$ cat config.mk
export PLATFORM = sky130hd
export DESIGN_NAME = fbpa_front
export DESIGN_NICKNAME = d
export VERILOG_FILES = /design/src/hdl/assert_macros.svh /design/src/hdl/fbpa_pkg.sv /design/src/hdl/fbpa_front.sv
export SDC_FILE = /design/constraint.sdc
export NUM_CORES = 1
export LEC_CHECK = 0
export ABC_AREA = 1
export BUFFER_PORTS_ARGS = -buffer_cell sky130_fd_sc_hd__buf_4
export CAP_MARGIN = 20
export CORE_UTILIZATION = 40
export DETAILED_ROUTE_END_ITERATION = 8
export SYNTH_ARGS = -nofsm -noshare
export SYNTH_HDL_FRONTEND = slang
export SYNTH_SLANG_ARGS = --single-unit
$ cat constraint.sdc
create_clock -name clk -period 6.3 [get_ports clk]
set_input_delay 0.315 -clock clk [delete_from_list [all_inputs] [get_ports clk]]
set_output_delay 0.315 -clock clk [all_outputs]
set_load 0.1 [all_outputs]
$ cat src/hdl/assert_macros.svh
// assertion macros for the rtl top level
`ifndef ASSERT_MACROS_SVH
`define ASSERT_MACROS_SVH

`ifndef SYNTHESIS

// antecedent implies consequent at the same clock edge
`define ASSERT_IMPLY(lbl, clk, rst_n, ante, cons, msg) \
	lbl: assert property (@(posedge clk) disable iff (!rst_n) (ante) |-> (cons)) else $error(msg);

// condition holds at every clock edge out of reset
`define ASSERT_ALWAYS(lbl, clk, rst_n, cond, msg) \
	lbl: assert property (@(posedge clk) disable iff (!rst_n) (cond)) else $error(msg);

`else

`define ASSERT_IMPLY(lbl, clk, rst_n, ante, cons, msg)
`define ASSERT_ALWAYS(lbl, clk, rst_n, cond, msg)

`endif

`endif

$ cat src/hdl/fbpa_pkg.sv
// types and constants of the block pool allocator
`default_nettype none

package fbpa_pkg;

	// free list and flag memory geometry
	localparam int RING_DEPTH = 4096;
	localparam int RING_AW    = 12;
	localparam int CNT_W      = 13;
	localparam int SIZE_W     = 16;
	localparam int FAIL_W     = 32;
	localparam int SEG_W      = 3;

	// input stream layout
	localparam int IN_W = 32;
	localparam int OUT_W = 120;

	// front queue depth
	localparam int QUEUE_DEPTH = 2;
	localparam int QPTR_W      = $clog2(QUEUE_DEPTH);
	localparam int QCNT_W      = $clog2(QUEUE_DEPTH + 1);

	// configuration register indexes
	localparam int CFG_IDX_W = 1;
	localparam logic [CFG_IDX_W-1:0] CFG_BLOCK_SIZE = 1'b0;
	localparam logic [CFG_IDX_W-1:0] CFG_TARGET_SEGS = 1'b1;

	localparam logic [SIZE_W-1:0] BLOCK_SIZE_RESET = 16'd4;

	// request modes
	localparam logic [1:0] MODE_ALLOC = 2'd0;
	localparam logic [1:0] MODE_FREE  = 2'd1;
	localparam logic [1:0] MODE_GROW  = 2'd2;
	localparam logic [1:0] MODE_NONE  = 2'd3;

	// result status codes
	localparam logic [2:0] STAT_OK           = 3'd0;
	localparam logic [2:0] STAT_TOO_LARGE    = 3'd1;
	localparam logic [2:0] STAT_EMPTY        = 3'd2;
	localparam logic [2:0] STAT_ALREADY_FREE = 3'd3;
	localparam logic [2:0] STAT_BAD_INDEX    = 3'd4;

	// operation after classification by the front
	typedef enum logic [2:0] {
		OP_ALLOC,
		OP_TOO_BIG,
		OP_FREE,
		OP_GROW,
		OP_NOP
	} fbpa_op_t;

	// one queued request
	typedef struct packed {
		fbpa_op_t           op;
		logic [SIZE_W-1:0]  req;
		logic [RING_AW-1:0] idx;
	} fbpa_item_t;

	// back engine states
	typedef enum logic [1:0] {
		BK_IDLE,
		BK_EXEC,
		BK_GROW
	} fbpa_state_t;

	// result beat, last field in the lowest bits
	typedef struct packed {
		logic [3:0]         pad;
		logic [FAIL_W-1:0]  failure_total;
		logic [SIZE_W-1:0]  largest_request;
		logic [CNT_W-1:0]   peak_in_use;
		logic [CNT_W-1:0]   total_count;
		logic [CNT_W-1:0]   free_count;
		logic [CNT_W-1:0]   in_use_count;
		logic [2:0]         status;
		logic [RING_AW-1:0] granted_index;
		logic               granted;
	} fbpa_result_t;

endpackage

`default_nettype wire

$ cat src/hdl/fbpa_front.sv
// front: accepts request beats, classifies them and queues them for the back
`default_nettype none

module fbpa_front
	import fbpa_pkg::*;
(
	input  wire logic              clk,
	input  wire logic              arst_n,
	input  wire logic              s_axis_tvalid,
	output logic                   s_axis_tready,
	// mode[1:0], request_size[17:2], block_index[29:18], zero [31:30]
	input  wire logic [IN_W-1:0]   s_axis_tdata,
	input  wire logic [SIZE_W-1:0] block_size,
	output logic                   item_valid,
	input  wire logic              item_ready,
	output fbpa_item_t             item
);

	logic [1:0]         mode;
	logic [SIZE_W-1:0]  req;
	logic [RING_AW-1:0] idx;
	fbpa_item_t         cls;
	fbpa_item_t         queue_q [QUEUE_DEPTH];
	logic [QPTR_W-1:0]  wr_ptr_q;
	logic [QPTR_W-1:0]  rd_ptr_q;
	logic [QCNT_W-1:0]  count_q;
	logic               push;
	logic               pop;

	// unpack the beat
	assign mode = s_axis_tdata[1:0];
	assign req  = s_axis_tdata[17:2];
	assign idx  = s_axis_tdata[29:18];

	// classify by mode, size check against the block size
	always_comb begin
		cls.req = req;
		cls.idx = idx;
		unique case (mode)
			MODE_ALLOC: cls.op = (req > block_size) ? OP_TOO_BIG : OP_ALLOC;
			MODE_FREE:  cls.op = OP_FREE;
			MODE_GROW:  cls.op = OP_GROW;
			MODE_NONE:  cls.op = OP_NOP;
		endcase
	end

	// queue handshakes
	assign s_axis_tready = (count_q != QCNT_W'(QUEUE_DEPTH));
	assign item_valid    = (count_q != '0);
	assign push          = s_axis_tvalid && s_axis_tready;
	assign pop           = item_valid && item_ready;
	assign item          = queue_q[rd_ptr_q];

	// queue storage
	always_ff @(posedge clk) begin
		if (push) begin
			queue_q[wr_ptr_q] <= cls;
		end
	end

	// queue pointers and fill count
	always_ff @(posedge clk or negedge arst_n) begin
		if (!arst_n) begin
			wr_ptr_q <= '0;
			rd_ptr_q <= '0;
			count_q  <= '0;
		end else begin
			if (push) begin
				wr_ptr_q <= wr_ptr_q + 1'b1;
			end
			if (pop) begin
				rd_ptr_q <= rd_ptr_q + 1'b1;
			end
			if (push && !pop) begin
				count_q <= count_q + 1'b1;
			end else if (pop && !push) begin
				count_q <= count_q - 1'b1;
			end
		end
	end

endmodule

`default_nettype wire

After elaboration in Yosys (flattened, before gate mapping)
Memories as Yosys holds them, arrays and structs flattened. Index checks and enable logic that the tools add are counted.

Memory bits (read-only): 0. Output and inout bits: 33. Register bits: 4. Bits in writable memories: 62. Latch bits: 0. Memories: 1. Input port bits: 52.

Memory list: queue_q (depth 2, width 31, rd ports 1, clocked after memory_dff 0, wr ports 1, line fbpa_front.sv:23) `fbpa_item_t queue_q [QUEUE_DEPTH];`.

Shift operators: 0. Mux-type cells: 6. Magnitude comparators: 1. $mul: 0. Divide/modulo/power cells: 0. Equality and inequality tests: 4. Bitwise operators: 0. Add/sub/neg operators: 4. Reduce and logical (&&, ||, !) cells: 9.

Operator list (count): > comparator 16 bit (1); one-hot mux 3 bit (4 select lines) (1); == test 2 bit, second input constant (2); logical AND 1 bit (4); 2-to-1 mux 2 bit (2); nonzero test 2 bit (2); 2-to-1 mux 1 bit (3); adder 1 bit, second input constant (2); adder 2 x 1 -> 2 bit, second input constant (1); == test 2 x 1 -> 1 bit, second input constant (1); logical NOT 1 bit (2); logical NOT 2 bit (1); != test 2 bit, second input constant (1); subtractor 2 x 1 -> 2 bit, second input constant (1).

Logic depth before layout (Yosys ltp)
Depth after elaboration: 6. Gate-level depth with buffers: 13.

Worst setup path after synthesis
Ideal clock, no wire load.

Path type: register -> register. From: reg count_q[0]. To: mem queue_q[1][0] (netlist name), enable pin. Arrival time: 2.658 ns. Stages on the path, launching flop included: 5. Required time: 5.879 ns. Clock period less this slack: 3.079 ns. Setup slack: 3.221 ns. Cells stage by stage: dfrtp_1 inv_1 nand2_1 nand2_1 nor2_1.

Word-level cells in the longest chain between the ends: 4.

Ends and longest elaborated chain: start: declaration (line fbpa_front.sv:26) `logic [QCNT_W-1:0] count_q;`; start signal: assignment (line fbpa_front.sv:75) `count_q <= count_q + 1'b1;`; start signal: assignment (line fbpa_front.sv:77) `count_q <= count_q - 1'b1;`; != test 2 bit (line fbpa_front.sv:48) `assign s_axis_tready = (count_q != QCNT_W'(QUEUE_DEPTH));`; net s_axis_tready (line fbpa_front.sv:10) `output logic s_axis_tready,`; logical AND 1 bit (line fbpa_front.sv:50) `assign push = s_axis_tvalid && s_axis_tready;`; 2-to-1 mux 1 bit (line fbpa_front.sv:56) `if (push) begin`; 2-to-1 mux 1 bit (implied by the code) (line fbpa_front.sv:57) `queue_q[wr_ptr_q] <= cls;`; end: declaration (line fbpa_front.sv:23).

The timed path passes the listed nets, and every way through them passes these cells.

==> tab_implementation.tex <==
\begin{tabular}{lr}
\hline
Metric & Value \\
\hline
\multicolumn{2}{l}{\textbf{CTS}} \\
\quad Clock sink total & 66 \\
\quad Hold Buf Count CTS & 1 \\
\quad CTS tree & yes \\
\quad Number of setup buffers added after CTS & 0 \\
\quad Source-to-sink clock delay at the later pin of the worst-skew pair & 0.34 ns \\
\quad Clock-pin transition on the worst setup and hold timing paths & 0.07 ns \\
\quad Clock Path Buffers & 2 \\
\quad Root buffer selected by CTS & sky130\_fd\_sc\_hd\_\_clkbuf\_8 \\
\quad Clock buffer count from CTS & 9 \\
\quad Deepest level of the CTS H-tree & 3 \\
\quad CTS-repair resized insts & 0 \\
\multicolumn{2}{l}{\textbf{Setup path}} \\
\quad CP Launch Type & register \\
\quad Worst setup startpoint & rd\_ptr\_q\$\_DFFE\_PN0P\_ \\
\quad Critical Path End & item[13] \\
\quad Cell depth of the worst flop-to-flop path & 4 \\
\quad Cell-by-cell trace of the critical path & buf\_4, inv\_2, nand2\_1, nand2\_1, buf\_4 \\
\quad Critical Path Stages & 5 \\
\quad Largest fanout on the critical path & 32 \\
\quad Worst path buffer plus inverter count & 3 \\
\quad Crit end category & output port \\
\quad Crit path required time & 5.98 ns \\
\quad Critical register-to-register path endpoint & queue\_q[1][14]\$\_DFFE\_PP\_ \\
\quad WP data arrival & 1.96 ns \\
\quad Setup slack of the most critical reg-to-reg path & 4.47 ns \\
\quad R2r startpoint & count\_q[0]\$\_DFFE\_PN0P\_ \\
\quad Crit Path Category & reg2out \\
\quad Kind of cell with the highest combined delay on the critical path & buffers and inverters \\
\quad Delay contributed by the slowest stage of the critical path & 0.50 ns \\
\quad Critical path's slowest cell & sky130\_fd\_sc\_hd\_\_inv\_2 \\
\multicolumn{2}{l}{\textbf{Die}} \\
\quad Die area & 0.007682 sq mm \\
\quad Area inside the core boundary & 0.006944 sq mm \\
\quad Die Height & 87.65 um \\
\quad I/O pins & 85 \\
\quad Initial Util & 0.4225 \\
\quad Die extent in x & 87.65 um \\
\quad Standard-cell rows & 30 \\
\multicolumn{2}{l}{\textbf{Yosys}} \\
\quad Count of synthesis-stage warnings from yosys & 0 \\
\quad Area contributors post-synth & sky130\_fd\_sc\_hd\_\_edfxtp\_1 (63\%), sky130\_fd\_sc\_hd\_\_nand2\_1 (15\%), sky130\_fd\_sc\_hd\_\_ha\_1 (8.5\%) \\
\quad Primary flip-flop cell chosen by synthesis mapping & sky130\_fd\_sc\_hd\_\_edfxtp\_1 \\
\quad Cell count after synthesis & 266 \\
\quad Number of enable-type register cells in the synthesized netlist & 62 \\
\quad Largest area contributor in the netlist & sky130\_fd\_sc\_hd\_\_edfxtp\_1 \\
\quad Syn avg cell area & 11.03 sq um \\
\quad Number of distinct library cells after synthesis & 16 \\
\quad Share of synthesized flip-flops with an asynchronous set or reset & 0.06061 \\
\quad Most numerous cell types in the synthesized netlist & sky130\_fd\_sc\_hd\_\_nand2\_1 (119), sky130\_fd\_sc\_hd\_\_edfxtp\_1 (62), sky130\_fd\_sc\_hd\_\_inv\_1 (28) \\
\quad \#FFs+latches synth & 66 \\
\quad Nets in the synthesized netlist & 338 \\
\quad Sequential cell area fraction in the yosys report & 0.6687 \\
\quad Post-synth design cell area & 0.002934 sq mm \\
\quad Area share of the leading cell type in the synthesized netlist & 0.6345 \\
\quad Leading cell type by number of instances after synthesis & sky130\_fd\_sc\_hd\_\_nand2\_1 \\
\multicolumn{2}{l}{\textbf{Placement}} \\
\quad Port Buffers & 82 \\
\quad Last weighted congestion value of the routability-driven placer & 0.6838 \\
\quad HPWL after detailed placement & 3477 um \\
\quad Cell total after placement & 439 \\
\multicolumn{2}{l}{\textbf{Route}} \\
\quad Final routed wirelength across all metal layers & 5358 um \\
\quad Total iterations of the first detailed-routing run & 4 \\
\quad \# DRC & 0 \\
\quad Mean routed wirelength per cell & 11.75 um \\
\quad Vias per cell & 4.395 \\
\quad First-iteration detailed-routing DRC count & 51 \\
\quad Via Count & 2004 \\
\quad ANT nets after route & 0 \\
\multicolumn{2}{l}{\textbf{Layout}} \\
\quad Growth of design area from synthesis to finish & 31.77\% \\
\quad Fillcell total & 636 \\
\quad Non-filler cells, final & 456 \\
\quad Post-Route Utilization & 0.5568 \\
\quad Fraction of layout instances using a drive strength above 1 & 0.2889 \\
\quad Inserted Diodes & 0 \\
\quad Net count reported at finish & 427 \\
\multicolumn{2}{l}{\textbf{STA}} \\
\quad Final number of hold-violating endpoints & 0 \\
\quad Final TNS setup & 0 ns \\
\quad Total setup violations reported at the end of the flow & 0 \\
\quad Largest clock skew in the final design & 0.004336 ns \\
\quad Achievable Freq & 439.5 MHz \\
\quad Fin crit period & 2.275 ns \\
\quad Max\_slew headroom & 0.3577 \\
\quad Fin crit share & 0.3611 \\
\quad Total count of max-transition violations in the final report & 0 \\
\quad Unrepaired setup endpoints after global routing & no \\
\quad Slew of the pin with the lowest slew margin & 0.9611 ns \\
\multicolumn{2}{l}{\textbf{Global routing}} \\
\quad Global-route wire length before repair & 8418 um \\
\quad Global-route congestion overflow total & 0 \\
\quad Number of antenna violations at the first check in global routing & 0 \\
\quad Vias in the first global route & 1877 \\
\quad Pin count of the biggest net entering global routing & 33 \\
\quad Total global-route track usage & 0.1509 \\
\multicolumn{2}{l}{\textbf{Run}} \\
\quad Max-capacitance violation count & 0 \\
\multicolumn{2}{l}{\textbf{Worst hold path}} \\
\quad Type of the tightest min-delay check & in2reg \\
\multicolumn{2}{l}{\textbf{Status}} \\
\quad Outcome & completed \\
\hline
\end{tabular}
[worst register-to-register path, cell delays in order, from the launching register on]
cell,delay [ns]
sky130_fd_sc_hd__dfrtp_1,0.36
sky130_fd_sc_hd__inv_1,0.08
sky130_fd_sc_hd__nand2_1,0.08
sky130_fd_sc_hd__nand2_1,0.15
sky130_fd_sc_hd__nor2_4,0.76
[flip-flops by register name, summed over array words and instances (netlist names)]
register / count
queue_q: 62
rd_ptr_q: 1
wr_ptr_q: 1
count_q: 2
[kinds of logic (layout without fill, tap and decap cells)]
group	count (synthesis)	in the layout	synth area share
and+or+nand+nor	132	132	0.1719
DFF	66	66	0.6687
buffers and inverters	35	129	0.04733
adders and majority gates	20	20	0.08529
AOI/OAI and AO/OA	10	10	0.01791
xor gates and xnor gates	3	3	0.008957
[cell usage in the layout, fill, tap and decap left out, types with 3 or more instances in the layout]
cell / instances
sky130_fd_sc_hd__nand2_1: 119
sky130_fd_sc_hd__clkinv_2: 3
sky130_fd_sc_hd__dfrtp_1: 4
sky130_fd_sc_hd__a21oi_1: 7
sky130_fd_sc_hd__nor2_1: 7
sky130_fd_sc_hd__edfxtp_1: 62
sky130_fd_sc_hd__buf_4: 83
sky130_fd_sc_hd__clkbuf_8: 9
sky130_fd_sc_hd__ha_1: 20
sky130_fd_sc_hd__inv_1: 28
[per-stage QoR]
step,hold slack (ns),setup WS [ns],instance area (sq um)
after floorplan,0.01941,3.221,2934
after global placement,0.1142,4.348,3662
after detailed placement,0.1160,4.336,3662
after CTS,0.1420,3.958,3866
after global routing,0.1414,3.856,3866
final,0.1589,4.025,3866
[per-layer routing]
| layer | up-vias | part of all wire | GRT usage |
|---|---|---|---|
| li1 | 1041 | - | - |
| met1 | 893 | 0.43 | 0.1673 |
| met2 | 62 | 0.49 | 0.2614 |
| met4 | 0 | 0.014 | 0.08048 |
| met3 | 8 | 0.070 | 0.04524 |
| met5 | - | 0 | 0 |
[worst min path at each step]
| stage | startpoint | to | cells past startpoint |
|---|---|---|---|
| 6_report | s_axis_tdata[28] | queue_q[1][10]$_DFFE_PP_ | 1 |
| 5_1_grt | s_axis_tdata[24] | queue_q[1][6]$_DFFE_PP_ | 1 |
| 4_1_cts | s_axis_tdata[24] | queue_q[1][6]$_DFFE_PP_ | 1 |
| 3_5_place_dp | arst_n | count_q[1]$_DFFE_PN0P_ | 1 |
| 3_3_place_gp | arst_n | count_q[1]$_DFFE_PN0P_ | 1 |
| 2_1_floorplan | arst_n | count_q[0]$_DFFE_PN0P_ | 0 |
[area by class of cell]
| type | count | area (sq um) | share of cell area |
|---|---|---|---|
| clock buffers | 9 | 123.9 | 0.03204 |
| repair buffers | 84 | 633.1 | 0.1638 |
| multi-input cells | 165 | 848.3 | 0.2194 |
| clock inverters | 7 | 70.07 | 0.01812 |
| well taps | 96 | 120.1 | 0.03107 |
| inverters | 29 | 108.9 | 0.02816 |
| flip-flops and latches | 66 | 1962 | 0.5074 |
Power is left out: the tool's default activity adds up to more than one toggle a clock period on the data nets, which glitch-free logic cannot reach.
